### src/rtl/u2c_pkg.sv
// Shared widths, lead-byte constants and a decode helper for the UTF-8 decoder.
package u2c_pkg;

  localparam int unsigned ByteW  = 8;
  localparam int unsigned GrpMax = 4;
  localparam int unsigned CntW   = $clog2(GrpMax + 1);
  localparam int unsigned LenW   = 3;
  localparam int unsigned PendW  = 2;

  localparam logic [LenW-1:0] LenBad   = 3'd0;
  localparam logic [LenW-1:0] LenOne   = 3'd1;
  localparam logic [LenW-1:0] LenTwo   = 3'd2;
  localparam logic [LenW-1:0] LenThree = 3'd3;
  localparam logic [LenW-1:0] LenFour  = 3'd4;

  localparam logic [ByteW-1:0] MaskTop1  = 8'h80;
  localparam logic [ByteW-1:0] MaskTop3  = 8'he0;
  localparam logic [ByteW-1:0] MaskTop4  = 8'hf0;
  localparam logic [ByteW-1:0] MaskTop5  = 8'hf8;
  localparam logic [ByteW-1:0] PatTwo    = 8'hc0;
  localparam logic [ByteW-1:0] PatThree  = 8'he0;
  localparam logic [ByteW-1:0] PatFour   = 8'hf0;
  localparam logic [ByteW-1:0] MaskAscii = 8'h7f;

  typedef logic [GrpMax-1:0][ByteW-1:0] grp_bytes_t;

  function automatic logic [LenW-1:0] seq_len(input logic [ByteW-1:0] b);
    logic [LenW-1:0] n;
    if ((b & MaskTop1) == '0) begin
      n = LenOne;
    end else if ((b & MaskTop3) == PatTwo) begin
      n = LenTwo;
    end else if ((b & MaskTop4) == PatThree) begin
      n = LenThree;
    end else if ((b & MaskTop5) == PatFour) begin
      n = LenFour;
    end else begin
      n = LenBad;
    end
    return n;
  endfunction

endpackage

### src/rtl/u2c_in_if.sv
// Input channel: one UTF-8 byte per request with its end-of-string mark.
interface u2c_in_if;
  logic                     valid;
  logic                     ready;
  logic [u2c_pkg::ByteW-1:0] in_byte;
  logic                     end_of_string;

  modport source (output valid, output in_byte, output end_of_string, input ready);
  modport sink   (input valid, input in_byte, input end_of_string, output ready);
endinterface

### src/rtl/u2c_out_if.sv
// Output channel: one code point byte, terminator or error per request.
interface u2c_out_if;
  logic                     valid;
  logic                     ready;
  logic [u2c_pkg::ByteW-1:0] out_byte;
  logic                     is_terminator;
  logic                     bad_lead;
  logic                     out_last;

  modport source (output valid, output out_byte, output is_terminator, output bad_lead,
                  output out_last, input ready);
  modport sink   (input valid, input out_byte, input is_terminator, input bad_lead,
                  input out_last, output ready);
endinterface

### src/rtl/utf8_to_codepoint_bytes.sv
// Top level of the UTF-8 to big-endian code point byte decoder.
// Each input byte is decoded in the cycle it is accepted; the results it causes
// (none while a sequence is still open, one for ASCII or a bad lead byte, two
// or three code point bytes when a sequence completes, plus a zero terminator
// when the end mark was seen, but not after a bad lead byte) are loaded as one
// group into a result register that the output side drains at one result per
// cycle while out ready is high. The input takes a new byte every cycle while
// each byte causes at most one result and out ready is high; a byte that causes
// more holds off the next byte until its last result is taken. Input ready stays
// high while that last result is taken, so there is no bubble between groups.
module utf8_to_codepoint_bytes (
  input  logic       clk_i,
  input  logic       rst_ni,
  u2c_in_if.sink     in_i,
  u2c_out_if.source  out_o
);

  logic [u2c_pkg::ByteW-1:0] lead_q, lead_d;
  logic [u2c_pkg::ByteW-1:0] sec_q, sec_d;
  logic [u2c_pkg::ByteW-1:0] thr_q, thr_d;
  logic [u2c_pkg::PendW-1:0] pend_q, pend_d;
  logic                      endp_q, endp_d;

  u2c_pkg::grp_bytes_t       grp_byte_q, grp_byte_d;
  logic [u2c_pkg::CntW-1:0]  grp_cnt_q, grp_cnt_d;
  logic                      grp_bad_q, grp_bad_d;
  logic                      grp_term_q, grp_term_d;

  u2c_pkg::grp_bytes_t       res_byte;
  logic [u2c_pkg::CntW-1:0]  res_cnt;
  logic                      res_bad;
  logic                      res_term;

  logic [u2c_pkg::ByteW-1:0] b;
  logic                      eos;
  logic                      endp_n;
  logic [u2c_pkg::LenW-1:0]  in_len;
  logic [u2c_pkg::LenW-1:0]  lead_len;
  logic                      in_acc;
  logic                      out_acc;
  logic                      grp_final;

  assign b        = in_i.in_byte;
  assign eos      = in_i.end_of_string;
  assign in_len   = u2c_pkg::seq_len(b);
  assign lead_len = u2c_pkg::seq_len(lead_q);
  assign endp_n   = endp_q | eos;

  assign grp_final   = (grp_cnt_q == u2c_pkg::CntW'(1));
  assign out_o.valid = (grp_cnt_q != '0);
  assign out_acc     = out_o.valid & out_o.ready;
  assign in_i.ready  = (grp_cnt_q == '0) | (out_o.ready & grp_final);
  assign in_acc      = in_i.valid & in_i.ready;

  assign out_o.out_byte      = grp_byte_q[0];
  assign out_o.bad_lead      = grp_bad_q;
  assign out_o.out_last      = grp_final;
  assign out_o.is_terminator = grp_term_q & grp_final;

  // Decode the byte against the open sequence.
  always_comb begin
    lead_d   = lead_q;
    sec_d    = sec_q;
    thr_d    = thr_q;
    pend_d   = pend_q;
    endp_d   = endp_q;
    res_byte = '0;
    res_cnt  = '0;
    res_bad  = 1'b0;
    res_term = 1'b0;
    if (pend_q == '0) begin
      unique case (in_len) inside
        u2c_pkg::LenBad: begin
          res_byte[0] = b;
          res_cnt     = u2c_pkg::CntW'(1);
          res_bad     = 1'b1;
          lead_d      = '0;
          sec_d       = '0;
          thr_d       = '0;
          endp_d      = 1'b0;
        end
        u2c_pkg::LenOne: begin
          res_byte[0] = b & u2c_pkg::MaskAscii;
          res_term    = eos;
          res_cnt     = eos ? u2c_pkg::CntW'(2) : u2c_pkg::CntW'(1);
          lead_d      = '0;
          sec_d       = '0;
          thr_d       = '0;
          endp_d      = 1'b0;
        end
        u2c_pkg::LenTwo, u2c_pkg::LenThree, u2c_pkg::LenFour: begin
          lead_d = b;
          pend_d = u2c_pkg::PendW'(in_len - u2c_pkg::LenW'(1));
          endp_d = eos;
        end
        default: begin
          lead_d = lead_q;
        end
      endcase
    end else if (pend_q > u2c_pkg::PendW'(1)) begin
      endp_d = endp_n;
      if ((lead_len == u2c_pkg::LenFour) && (pend_q == u2c_pkg::PendW'(2))) begin
        thr_d = b;
      end else begin
        sec_d = b;
      end
      pend_d = pend_q - u2c_pkg::PendW'(1);
    end else begin
      res_term = endp_n;
      unique case (lead_len)
        u2c_pkg::LenTwo: begin
          res_byte[0] = {5'b0, lead_q[4:2]};
          res_byte[1] = {lead_q[1:0], b[5:0]};
          res_cnt     = u2c_pkg::CntW'(2);
        end
        u2c_pkg::LenThree: begin
          res_byte[0] = {lead_q[3:0], sec_q[5:2]};
          res_byte[1] = {sec_q[1:0], b[5:0]};
          res_cnt     = u2c_pkg::CntW'(2);
        end
        default: begin
          res_byte[0] = {3'b0, lead_q[2:0], sec_q[5:4]};
          res_byte[1] = {sec_q[3:0], thr_q[5:2]};
          res_byte[2] = {thr_q[1:0], b[5:0]};
          res_cnt     = u2c_pkg::CntW'(3);
        end
      endcase
      if (endp_n) begin
        res_cnt = res_cnt + u2c_pkg::CntW'(1);
      end
      lead_d = '0;
      sec_d  = '0;
      thr_d  = '0;
      pend_d = '0;
      endp_d = 1'b0;
    end
  end

  // Load a new result group or advance the current one.
  always_comb begin
    grp_byte_d = grp_byte_q;
    grp_cnt_d  = grp_cnt_q;
    grp_bad_d  = grp_bad_q;
    grp_term_d = grp_term_q;
    if (out_acc) begin
      grp_byte_d = grp_byte_q >> u2c_pkg::ByteW;
      grp_cnt_d  = grp_cnt_q - u2c_pkg::CntW'(1);
    end
    if (in_acc && (res_cnt != '0)) begin
      grp_byte_d = res_byte;
      grp_cnt_d  = res_cnt;
      grp_bad_d  = res_bad;
      grp_term_d = res_term;
    end
  end

  always_ff @(posedge clk_i or negedge rst_ni) begin
    if (!rst_ni) begin
      lead_q     <= '0;
      sec_q      <= '0;
      thr_q      <= '0;
      pend_q     <= '0;
      endp_q     <= 1'b0;
      grp_cnt_q  <= '0;
      grp_bad_q  <= 1'b0;
      grp_term_q <= 1'b0;
    end else begin
      if (in_acc) begin
        lead_q <= lead_d;
        sec_q  <= sec_d;
        thr_q  <= thr_d;
        pend_q <= pend_d;
        endp_q <= endp_d;
      end
      grp_cnt_q  <= grp_cnt_d;
      grp_bad_q  <= grp_bad_d;
      grp_term_q <= grp_term_d;
    end
  end

  always_ff @(posedge clk_i) begin
    grp_byte_q <= grp_byte_d;
  end

  a_bad_single: assert property (@(posedge clk_i) disable iff (!rst_ni)
    out_o.valid && out_o.bad_lead |-> out_o.out_last && !out_o.is_terminator)
    else $error("error result not a single last result");

  a_term_zero: assert property (@(posedge clk_i) disable iff (!rst_ni)
    out_o.valid && out_o.is_terminator |-> out_o.out_byte == '0 && out_o.out_last)
    else $error("terminator not a closing zero byte");

  a_stall_cause: assert property (@(posedge clk_i) disable iff (!rst_ni)
    !in_i.ready |-> out_o.valid)
    else $error("input held without a pending result");

  a_bad_clears: assert property (@(posedge clk_i) disable iff (!rst_ni)
    in_acc && (pend_q == '0) && (in_len == u2c_pkg::LenBad) |=> pend_q == '0 && !endp_q)
    else $error("bad lead byte left a sequence open");

endmodule
### src/flat_wrapper.sv
// flat-port wrapper written by rule: the top's interface ports become plain ports
module utf8_to_codepoint_bytes_flat 
  (clk_i, rst_ni, in_i_valid, in_i_in_byte, in_i_end_of_string, in_i_ready, out_o_valid, out_o_out_byte, out_o_is_terminator, out_o_bad_lead, out_o_out_last, out_o_ready);
  u2c_in_if in_i_i ();
  u2c_out_if out_o_i ();
  input  logic clk_i;
  input  logic rst_ni;
  input wire logic [$bits(in_i_i.valid)-1:0] in_i_valid;
  input wire logic [$bits(in_i_i.in_byte)-1:0] in_i_in_byte;
  input wire logic [$bits(in_i_i.end_of_string)-1:0] in_i_end_of_string;
  output wire logic [$bits(in_i_i.ready)-1:0] in_i_ready;
  output wire logic [$bits(out_o_i.valid)-1:0] out_o_valid;
  output wire logic [$bits(out_o_i.out_byte)-1:0] out_o_out_byte;
  output wire logic [$bits(out_o_i.is_terminator)-1:0] out_o_is_terminator;
  output wire logic [$bits(out_o_i.bad_lead)-1:0] out_o_bad_lead;
  output wire logic [$bits(out_o_i.out_last)-1:0] out_o_out_last;
  input wire logic [$bits(out_o_i.ready)-1:0] out_o_ready;
  assign in_i_i.valid = in_i_valid;
  assign in_i_i.in_byte = in_i_in_byte;
  assign in_i_i.end_of_string = in_i_end_of_string;
  assign in_i_ready = in_i_i.ready;
  assign out_o_valid = out_o_i.valid;
  assign out_o_out_byte = out_o_i.out_byte;
  assign out_o_is_terminator = out_o_i.is_terminator;
  assign out_o_bad_lead = out_o_i.bad_lead;
  assign out_o_out_last = out_o_i.out_last;
  assign out_o_i.ready = out_o_ready;
  utf8_to_codepoint_bytes u_core (.clk_i(clk_i), .rst_ni(rst_ni), .in_i(in_i_i), .out_o(out_o_i));
endmodule
### config.mk
export PLATFORM = sky130hd
export DESIGN_NAME = utf8_to_codepoint_bytes_flat
export DESIGN_NICKNAME = d
export VERILOG_FILES = /design/src/rtl/u2c_pkg.sv /design/src/rtl/u2c_in_if.sv /design/src/rtl/u2c_out_if.sv /design/src/rtl/utf8_to_codepoint_bytes.sv /design/src/flat_wrapper.sv
export SDC_FILE = /design/constraint.sdc
export NUM_CORES = 1
export LEC_CHECK = 0
export BUFFER_PORTS_ARGS = -buffer_cell sky130_fd_sc_hd__buf_4
export CORE_MARGIN = 8
export CORE_UTILIZATION = 50
export CTS_BUF_LIST = sky130_fd_sc_hd__clkbuf_8
export CTS_CLUSTER_SIZE = 10
export DETAILED_ROUTE_END_ITERATION = 7
export PLACE_DENSITY = 0.79
export SYNTH_ARGS = -nofsm -noshare
export SYNTH_HDL_FRONTEND = slang
export SYNTH_SLANG_ARGS = --single-unit
### constraint.sdc
create_clock -name clk_i -period 3.6 [get_ports clk_i]
set_input_delay 0.72 -clock clk_i [delete_from_list [all_inputs] [get_ports clk_i]]
set_output_delay 0.72 -clock clk_i [all_outputs]
set_load 0.03 [all_outputs]
Word level (Yosys, flattened, before mapping) --
Index checks and enable logic that the tools add are counted.
Storage, ports and cells: flip-flop bits (word level) 52, input bits 13, output and inout port bits 13, logic and storage cells 108
Operators by class: add/sub/neg operators 4, order comparisons 1, eq/ne operators 21, muxes and demuxes 47, bitwise logic cells 6, reductions and logical operators 18
Operator list (number):
- $mux W24 | 3
- $mux W3 | 15
- $mux W6 | 7
- $mux W8 | 4
- $pmux W16 S2 | 1
- $pmux W8 S2 | 2
- $logic_not A8 Y1 | 2
- $mux W16 | 1
- $eq A3 B2 Y1 const B | 4
- $eq A3 B3 Y1 const B | 4
- $eq A5 B5 Y1 const B | 2
- $reduce_and A3 Y1 | 3
- $eq A4 B4 Y1 const B | 2
- $mux W1 | 8
- $mux W2 | 4
- $eq A3 B1 Y1 const B | 2
- $logic_not A3 Y1 | 2
- $ne A3 B2 Y1 const B | 2
- $pmux W3 S2 | 1
- $reduce_bool A3 Y1 | 2
- $and A1 B1 Y1 | 4
- $ne A2 B2 Y1 const B | 2
- $reduce_and A2 Y1 | 2
- $reduce_or A2 Y1 | 2
- 13 further kinds | 16

Depth between registers and ports, before layout --
Gate-level depths: netlist (run 1).
word-level depth 17, mapped depth 11, gate-level depth less buffers 9

Worst setup path before layout (run 1) --
No wires, ideal clock.
path type input-to-reg, start point in in_i_in_byte[5], end point reg u_core.grp_byte_q[10] in the netlist's numbering, enable pin, library setup time 381 ps, arrival time 3032 ps, required time 3219 ps, setup slack 187 ps, cell stages on the path 10, path buffers 2, path through clkbuf_1 > a31oi_1 > inv_1 > ha_1 > or3b_1 > a22oi_2 > nand2_1 > a211o_1 > buf_6 > nand2_1
On the way: longest elaborated chain between the ends 11, elaborated cells on any way between the ends 14, those cells by class 4 x eq/ne; 6 x mux; 4 x reduce/logical
RTL lines:
- start, declared | RTL line flat_wrapper.sv:9 | input wire logic [$bits(in_i_i.in_byte)-1:0] in_i_in_byte;
- $eq A5 B5 Y1 | RTL line u2c_pkg.sv:35 | end else if ((b & MaskTop5) == PatFour) begin
- $mux W3 | RTL line u2c_pkg.sv:35
- $mux W3 | RTL line u2c_pkg.sv:33 | end else if ((b & MaskTop4) == PatThree) begin
- $mux W3 * | RTL line u2c_pkg.sv:31 | end else if ((b & MaskTop3) == PatTwo) begin
- $mux W3 * | RTL line u2c_pkg.sv:29 | if ((b & MaskTop1) == '0) begin
- $eq A3 B1 Y1 (no line) or $logic_not A3 Y1 (tied branches)
- $pmux W3 S2 * | RTL line utf8_to_codepoint_bytes.sv:72 | unique case (in_len) inside
- $mux W3 * | RTL line utf8_to_codepoint_bytes.sv:71 | if (pend_q == '0) begin
- $reduce_bool A3 Y1 * | RTL line utf8_to_codepoint_bytes.sv:149 | if (in_acc && (res_cnt != '0)) begin
- $logic_and A1 B1 Y1 * | RTL line utf8_to_codepoint_bytes.sv:149
- $reduce_bool A2 Y1 (no line) *
- end signal, assigned | RTL line utf8_to_codepoint_bytes.sv:182 | grp_byte_q <= grp_byte_d;
- end, declared | RTL line utf8_to_codepoint_bytes.sv:24 | u2c_pkg::grp_bytes_t grp_byte_q, grp_byte_d;
Mark *: on every way between the ends. The rest lies on a longest branch, timed or not. A chain may end at the register's enable or synchronous reset.

==> results of run 1 <==
-- worst max path at each step --
stage | end | slack, ns | start
floorplan | u_core.grp_byte_q[10] | 0.19 | in_i_in_byte[5]
global placement | u_core.out_o.out_byte[7] | 0.38 | in_i_in_byte[4]
detailed placement | u_core.grp_byte_q[8] | 0.27 | in_i_in_byte[7]
CTS | u_core.grp_byte_q[14] | 0.61 | in_i_in_byte[7]
global route | u_core.grp_byte_q[14] | 0.48 | in_i_in_byte[7]
finish | u_core.grp_byte_q[14] | 0.57 | in_i_in_byte[7]
-- flip-flops by register name, indices dropped and copies added, names as in the netlist --
| register | count |
|---|---|
| u_core.thr_q | 6 |
| u_core.lead_q | 8 |
| u_core.grp_cnt_q | 3 |
| u_core.grp_byte_q | 16 |
| u_core.out_o.out_byte | 8 |
| u_core.grp_term_q | 1 |
| u_core.out_o.bad_lead | 1 |
| u_core.endp_q | 1 |
| u_core.sec_q | 6 |
| u_core.pend_q | 2 |
-- final cells by class --
cell class | count | share of cell area (%)
multi-input combinational | 207 | 42.70
sequential | 52 | 42.18
timing repair buffer | 32 | 7.130
tap | 75 | 2.785
clock buffer | 5 | 2.042
inverter | 17 | 1.894
clock inverter | 3 | 1.263
-- power by group through the flow --
stage / combinational (W) / sequential [W] / clock, W
floorplan: 0.000786 / 0.000935 / 0
global placement: 0.000977 / 0.000979 / 0
detailed placement: 0.000999 / 0.000990 / 0
CTS: 0.00100 / 0.000975 / 0.000416
global route: 0.00110 / 0.000999 / 0.000441
finish: 0.00101 / 0.000979 / 0.000415
-- layout by cell type (no fill, tap or decap), types with 2 or more instances in the layout --
cell / instances
nand2b_1: 3
inv_1: 18
or3b_1: 2
a21boi_0: 2
ha_1: 9
a22o_1: 8
or2_2: 2
o31ai_1: 6
a31oi_1: 3
nand2_1: 51
a211o_1: 2
a21oi_1: 23
clkbuf_8: 5
nor3_1: 5
mux2i_1: 4
dfrtp_1: 28
a21o_1: 2
buf_4: 32
o22ai_1: 4
and2_1: 10
nand3_1: 3
a211oi_1: 3
mux2_2: 4
o21ai_0: 15
nor2_1: 5
edfxtp_1: 24
mux2_4: 14
o2bb2ai_1: 5
-- metal layers --
layer / part of all wire (%) / vias to the layer above
li1: - / 1103
met1: 40 / 1109
met2: 49 / 125
met3: 8.2 / 19
met4: 2.1 / 0
met5: 0 / -
-- per-stage QoR --
stage / hold WS (ns) / area [µm²] / cells
2_1_floorplan: 0.4244 / 3054 / 297
3_3_place_gp: 0.4788 / 3258 / 383
3_5_place_dp: 0.4864 / 3258 / 383
4_1_cts: 0.3259 / 3369 / 391
5_1_grt: 0.3339 / 3369 / 391
6_report: 0.3091 / 3369 / 391
-- critical path: stages --
cell	delay, ns
buf_4	0.14
inv_1	0.14
a31oi_1	0.11
inv_1	0.13
ha_1	0.22
or3b_1	0.39
a22oi_2	0.16
nand2_1	0.12
a211o_1	0.38
buf_4	0.26
mux2_4	0.33
-- logic make-up after synthesis --
logic type | count (synthesis) | share of synthesized area [%]
fa+ha+maj | 9 | 3.687
flops | 52 | 46.54
buf+inv | 38 | 6.350
xor+xnor | 1 | 0.2868
mux | 22 | 9.668
simple gates | 88 | 13.44
compound gates | 87 | 20.03
==> flow_summary_export.csv, run 1 <==
group,metric,value,unit
yosys,yosys.area.top_type,"edfxtp_1",
critical_path,worst_ep_arrival_time,3.10,ns
clock_network,tritoncts,"done",
layout,fillCellCount,520,
layout,multi_input_area,1439,µm²
timing,tightest_slew,0.7794,ns
min_path,min_path_type,"primary input to async pin",
yosys,synth_commonest_cells,"nand2_1 (51), dfrtp_1 (28), edfxtp_1 (24), a21oi_1 (23), inv_1 (17)",
critical_path,cp-end-kind,"flip-flop",
placed_design,pre_cts_slack,0.2687,ns
timing,period_needed,3.030,ns
yosys,synth_area_leaders,"edfxtp_1 (24%), dfrtp_1 (23%), mux2_4 (6.9%)",
clock_network,cts_buffers,5,
clock_network,post-cts-setup-buffers,0,
clock_network,worstSkewPairLatency,0.31,ns
timing,hold_violations,0,
global_routing,track_usage,16.80,%
route,routed_wirelength,7268,µm
clock_network,clk_pin_slew,0.10,ns
global_routing,grt_pass1_wl,11690,µm
pwr,power,0.002403,W
layout,area_delta_synth_final,10.32,%
yosys,synth_fp_nets,319,
critical_path,cp-start-kind,"primary input",
critical_path,rr_endpoint,"u_core.grp_byte_q[14]",
timing,relSlewSlack,47.93,%
critical_path,required,3.67,ns
flow_run,drv_cap,0,
timing,setup_viol,0,
critical_path,rr_startpoint,"u_core.lead_q[7]",
floorplan,die_area,8865,µm²
pwr,pwr-share-comb,42.0,%
floorplan,core_area,5921,µm²
floorplan,die_h,94.16,µm
yosys,ys_async_sr_fraction,53.85,%
yosys,yosysSeqAreaShare,46.54,%
yosys,synth_cell_types,52,
pwr,cellInternalPower,0.001445,W
yosys,syn_avg_cell_area,10.28,µm²
yosys,synth.most_common_cell,"nand2_1",
route,drc_errors,0,
pwr,vdd_ir_drop_max,0.0003834,V
layout,final_util,56.91,%
pwr,p_per_area,713.1,nW/µm²
critical_path,crit_type,"primary input to flip-flop",
layout,fin_nets,337,
route,drt-initial-drc-count,169,
route,num_vias,2356,
layout,seqCellArea,1421,µm²
global_routing,gr-usage-met3,4.237,%
global_routing,busiest_layer,"met2",
layout,drive_gt1_share,19.94,%
global_routing,gr-usage-met1,20.54,%
placed_design,place_congestion,0.9481,
pwr,p_clk_share,17.3,%
pwr,p_switching,0.0009579,W
yosys,synth_edf_count,24,
route,vias_per_cell,6.026,
timing,fmax,330.0,MHz
floorplan,ios,26,
global_routing,grt_pass1_vias,2339,
yosys,synth_warnings,0,
outcome,status,"finished clean",
clock_network,clockBufferDepth,2,
pwr,p_leak,1.462,nW
global_routing,grt_overflow,0,
yosys,yosys_register_bits,52,
clock_network,htree_levels,2,
clock_network,hold_buffers,0,
timing,clock_skew,0.007348,ns
floorplan,rows,28,
timing,tns,0,ns
route,wl_per_cell,18.59,µm
timing,layout_setup_ws,0.5698,ns
yosys,netlist_instances,297,
pwr,seqPwrFrac,40.7,%
yosys,yosysTopAreaCellShare,23.60,%
critical_path,critPathMaxFanout,17,
route,dr.pass1.iters,7,
critical_path,r2r_cells,10,
floorplan,start_util,51.58,%
pwr,swShare,39.87,%
placed_design,io_buffers,25,
timing,slew_violations,0,
clock_network,post_cts_resized,0,
clock_network,cts-root-buf,"clkbuf_8",
timing,rsz0062_at_grt,"false",
critical_path,rrSetupSlack,0.90,ns
timing,fin_crit_sh,84.17,%
route,drtAntennaViolNets,0,
global_routing,antenna_found_initial,0,
yosys,ys.flop_type,"dfrtp_1",
floorplan,die_w,94.16,µm
yosys,synth.cell_area,3054,µm²
clock_network,clock-sinks,52,
global_routing,met2_usage,27.75,%
global_routing,grt_max_degree,29,
layout,diodes,0,
placed_design,dpl.hpwl,5257,µm
No activity file was read; power rests on OpenSTA's default activity.
==> run 2, diff against run 1 <==
clock period = 3 ns   (was 3.6 ns; I/O delays follow)
==> run 2 against run 1 <==
Against the previous run: global-route usage about the same; sequential cell count stayed put; routed wire length shrank 3.2%; clock power barely moved; critical path type is now flip-flop to flip-flop.
==> flow_summary_export.csv, run 2 (same netlist as run 1, synthesis figures left out) <==
group,metric,value,unit
layout,area_delta_synth_final,11.76,%
timing,fin_crit_sh,90.61,%
timing,tns,0,ns
timing,hold_violations,0,
layout,most-common-layout-cells,"nand2_1 (50), buf_4 (37), dfrtp_1 (28), edfxtp_1 (24), a21oi_1 (23)",
timing,slew_violations,0,
global_routing,grt_overflow,0,
flow_run,drv_cap,0,
floorplan,rows,28,
clock_network,cts-root-buf,"clkbuf_8",
pwr,p_per_area,822.8,nW/µm²
global_routing,gr-usage-met3,3.677,%
layout,fin_nets,343,
placed_design,place_area,3323,µm²
timing,period_needed,2.718,ns
clock_network,hold_buffers,0,
critical_path,rrSetupSlack,0.28,ns
floorplan,ios,26,
critical_path,required,2.99,ns
layout,regMostFlops,"u_core.grp_byte_q",
placed_design,dpl.hpwl,5181,µm
clock_network,htree_levels,2,
critical_path,cp-start-kind,"flip-flop",
floorplan,die_h,94.16,µm
layout,final_common_cell,"nand2_1",
placed_design,place_inst,389,
critical_path,rr_endpoint,"u_core.out_o.out_byte[1]",
critical_path,rr_startpoint,"u_core.lead_q[6]",
global_routing,met2_usage,27.81,%
clock_network,post-cts-setup-buffers,0,
route,drc_errors,0,
layout,stdcell_count,397,
global_routing,grt_pass1_vias,2393,
route,vias_per_cell,5.912,
placed_design,place_congestion,0.9324,
clock_network,post_cts_resized,0,
layout,diodes,0,
floorplan,die_w,94.16,µm
floorplan,die_area,8865,µm²
timing,clock_skew,0.007120,ns
global_routing,antenna_found_initial,0,
critical_path,cp-end-kind,"flip-flop",
critical_path,crit_type,"flip-flop to flip-flop",
timing,relSlewSlack,45.91,%
clock_network,worstSkewPairLatency,0.31,ns
min_path,min_path_type,"primary input to async pin",
global_routing,grt_pass1_wl,11780,µm
route,drt-initial-drc-count,164,
route,num_vias,2347,
placed_design,io_buffers,25,
critical_path,worst_ep_arrival_time,2.71,ns
critical_path,r2r_cells,10,
pwr,vdd_ir_drop_max,0.0004447,V
layout,stdcell_area,3413,µm²
clock_network,tritoncts,"done",
outcome,status,"finished clean",
global_routing,gr-usage-met1,20.51,%
route,wl_per_cell,17.72,µm
floorplan,start_util,51.58,%
route,drtAntennaViolNets,0,
timing,setup_viol,0,
route,routed_wirelength,7036,µm
global_routing,busiest_layer,"met2",
pwr,p_leak,1.484,nW
global_routing,grt_max_degree,29,
clock_network,clockBufferDepth,2,
route,dr.pass1.iters,5,
critical_path,critPathMaxFanout,24,
timing,fmax,367.9,MHz
timing,tightest_slew,0.8052,ns
clock_network,clk_pin_slew,0.10,ns
timing,rsz0062_at_grt,"false",
clock_network,clock-sinks,52,
global_routing,track_usage,16.77,%
floorplan,core_area,5921,µm²
layout,drive_gt1_share,22.05,%
layout,largest_register_ffs,16,
clock_network,cts_buffers,5,
[run 2: layout make-up]
type	instances	area [µm²]
well taps	75	93.84
inverters	17	63.81
flip-flops and latches	52	1421
clock buffers	5	68.82
repair buffers	38	297.8
fillers	512	2507
clock inverters	3	21.27
multi-input cells	207	1446
[run 2: how the worst max path moves through the flow]
| stage | from | end | slack [ns] | cells after the start |
|---|---|---|---|---|
| final | u_core.lead_q[6] | u_core.out_o.out_byte[1] | 0.28 | 10 |
| after detailed placement | in_i_in_byte[4] | u_core.out_o.out_byte[7] | 0.08 | 11 |
| after global placement | in_i_in_byte[4] | u_core.out_o.out_byte[3] | 0.10 | 11 |
| after CTS | u_core.lead_q[6] | u_core.out_o.out_byte[7] | 0.29 | 10 |
| after global routing | u_core.lead_q[6] | u_core.out_o.out_byte[7] | 0.11 | 10 |
| after floorplan | in_i_in_byte[5] | u_core.grp_byte_q[10] | 0.08 | 10 |
[run 2: metal layers]
layer  share of wire [%]  wire length (µm)
met4                 1.7               119
met2                  50              3484
met3                 6.2               433
met1                  43              2999
met5                   0                 0
[run 2: power breakdown]
group	leakage, nW	internal (W)	switching [W]
Clock	0.0445	0.000166	0.000251
Combinational	0.821	0.000493	0.000704
Sequential	0.619	0.00100	0.000194
Total	1.48	0.00166	0.00115
[run 2: worst max-delay path: stages (launching register included)]
cell and delay, ns:
dfrtp_1 0.38, nand2_1 0.17, a21oi_2 0.17, inv_1 0.17
ha_1 0.34, inv_1 0.07, a22oi_2 0.18, nand2_1 0.11
a211o_1 0.34, buf_12 0.18, nand2_4 0.26
[run 2: per-stage QoR]
stage | worst slack, ns | hold slack (ns) | util, % | total power (W)
final | 0.2817 | 0.1915 | 57.65 | 0.002808
after global routing | 0.1077 | 0.2158 | 57.65 | 0.002974
after CTS | 0.2887 | 0.2038 | 57.65 | 0.002800
after detailed placement | 0.08146 | 0.4772 | 56.13 | 0.002394
after global placement | 0.1032 | 0.4768 | 56.13 | 0.002354
after floorplan | 0.07627 | 0.3044 | - | 0.002069
==> run 3, diff against run 2 <==
BUFFER_PORTS_ARGS = unset   (was -buffer_cell sky130_fd_sc_hd__buf_4)
DONT_BUFFER_PORTS = 1   (was unset)
PLACE_DENSITY = 0.75   (was 0.79)
==> run 3 against run 2 <==
Against the previous run: worst hold slack got worse by 0.095 ns; die area unchanged; sequential share of layout area up 2.3 points; critical path type unchanged; critical endpoint is now u_core.grp_byte_q[11].
==> flow_summary_export.csv, run 3 (same netlist as run 1, synthesis figures left out) <==
group,metric,value,unit
outcome,status,"finished clean",
global_routing,grt_pass1_vias,2277,
critical_path,crit_type,"flip-flop to flip-flop",
floorplan,core_area,5921,µm²
clock_network,post-cts-setup-buffers,0,
global_routing,grt_overflow,0,
global_routing,antenna_found_initial,0,
critical_path,r2r_cells,10,
clock_network,cts-root-buf,"clkbuf_8",
timing,hold_slack,0.09620,ns
clock_network,clk_pin_slew,0.10,ns
timing,relSlewSlack,43.43,%
route,drtAntennaViolNets,0,
critical_path,rrSetupSlack,0.37,ns
critical_path,rr_startpoint,"u_core.lead_q[6]",
floorplan,die_h,94.16,µm
placed_design,io_buffers,0,
critical_path,critPathMaxFanout,24,
flow_run,drv_cap,0,
global_routing,track_usage,16.93,%
layout,diodes,0,
floorplan,die_area,8865,µm²
critical_path,rr_endpoint,"u_core.grp_byte_q[11]",
clock_network,post_cts_resized,0,
route,wl_per_cell,19.29,µm
route,routed_wirelength,7175,µm
critical_path,cp-end-kind,"flip-flop",
timing,fin_crit_sh,87.50,%
clock_network,clockBufferDepth,2,
timing,fmax,380.9,MHz
floorplan,start_util,51.58,%
critical_path,cp-start-kind,"flip-flop",
layout,area_delta_synth_final,6.022,%
timing,setup_viol,0,
pwr,p_leak,1.367,nW
layout,regMostFlops,"u_core.grp_byte_q",
global_routing,grt_pass1_wl,11760,µm
clock_network,tritoncts,"done",
route,drt-initial-drc-count,139,
floorplan,rows,28,
clock_network,hold_buffers,1,
pwr,p_per_area,836.0,nW/µm²
timing,rsz0062_at_grt,"false",
layout,fin_nets,318,
route,vias_per_cell,6.081,
min_path,min_path_type,"primary input to async pin",
global_routing,grt_max_degree,29,
critical_path,required,2.98,ns
layout,final_util,54.69,%
clock_network,htree_levels,2,
pwr,vdd_ir_drop_max,0.0003678,V
timing,hold_violations,0,
placed_design,place_congestion,0.9573,
critical_path,worst_ep_arrival_time,2.61,ns
timing,tns,0,ns
timing,tightest_slew,0.8467,ns
floorplan,ios,26,
clock_network,worstSkewPairLatency,0.31,ns
placed_design,dpl.hpwl,5324,µm
clock_network,clock-sinks,52,
timing,period_needed,2.625,ns
route,dr.pass1.iters,4,
timing,slew_violations,0,
layout,final_common_cell,"nand2_1",
timing,clock_skew,0.01163,ns
clock_network,cts_buffers,5,
route,num_vias,2262,
route,drc_errors,0,
layout,largest_register_ffs,16,
layout,drive_gt1_share,15.49,%
layout,most-common-layout-cells,"nand2_1 (50), dfrtp_1 (28), edfxtp_1 (24), a21oi_1 (23), inv_1 (17)",
floorplan,die_w,94.16,µm
-- run 3: changes by cell type in the layout (fill, tap and decap cells not counted), sizes merged --
cell,delta
buf,-25
-- run 3: critical path: stages (launching register included) --
cell	delay [ns]
dfrtp_1	0.38
nand2_1	0.15
a21oi_2	0.19
inv_1	0.08
ha_1	0.29
inv_1	0.07
o211ai_2	0.18
nand2_1	0.11
a211o_1	0.37
buf_12	0.19
nand2_4	0.27
-- run 3: layout make-up --
class                           count  area [µm²]
Timing Repair Buffer               13       122.6
Fill cell                         505        2683
Inverter                           17       63.81
Tap cell                           75       93.84
Clock inverter                      3       21.27
Sequential cell                    52        1421
Clock buffer                        5       68.82
Multi-Input combinational cell    207        1446
-- run 3: power by group --
group | internal, W | switching (W)
Sequential | 0.00101 | 0.000281
Clock | 0.000166 | 0.000247
Combinational | 0.000414 | 0.000594
Total | 0.00159 | 0.00112
-- run 3: worst max-delay path by stage --
stage / startpoint / to / slack (ns) / cells after the start
floorplan: in_i_in_byte[5] / u_core.grp_byte_q[10] / 0.08 / 10
global placement: in_i_in_byte[4] / u_core.out_o.out_byte[6] / 0.21 / 10
detailed placement: in_i_in_byte[4] / u_core.out_o.out_byte[0] / 0.18 / 10
CTS: u_core.lead_q[6] / u_core.grp_byte_q[11] / 0.38 / 10
global route: u_core.lead_q[6] / u_core.grp_byte_q[19] / 0.24 / 10
finish: u_core.lead_q[6] / u_core.grp_byte_q[11] / 0.37 / 10
-- run 3: per-layer routing --
layer / GRT usage [%] / wire, µm
met3: 3.997 / 457
met2: 27.52 / 3475
met1: 21.00 / 3103
met5: 0 / 0
met4: 6.869 / 140
-- run 3: metrics by stage --
stage | area, µm² | setup slack (ns) | cells | power (W)
after floorplan | 3062 | 0.07627 | 297 | 0.002069
after global placement | 3128 | 0.2053 | 363 | 0.002249
after detailed placement | 3128 | 0.1832 | 363 | 0.002286
after CTS | 3238 | 0.3780 | 372 | 0.002703
after global routing | 3238 | 0.2385 | 372 | 0.002876
final | 3238 | 0.3749 | 372 | 0.002707
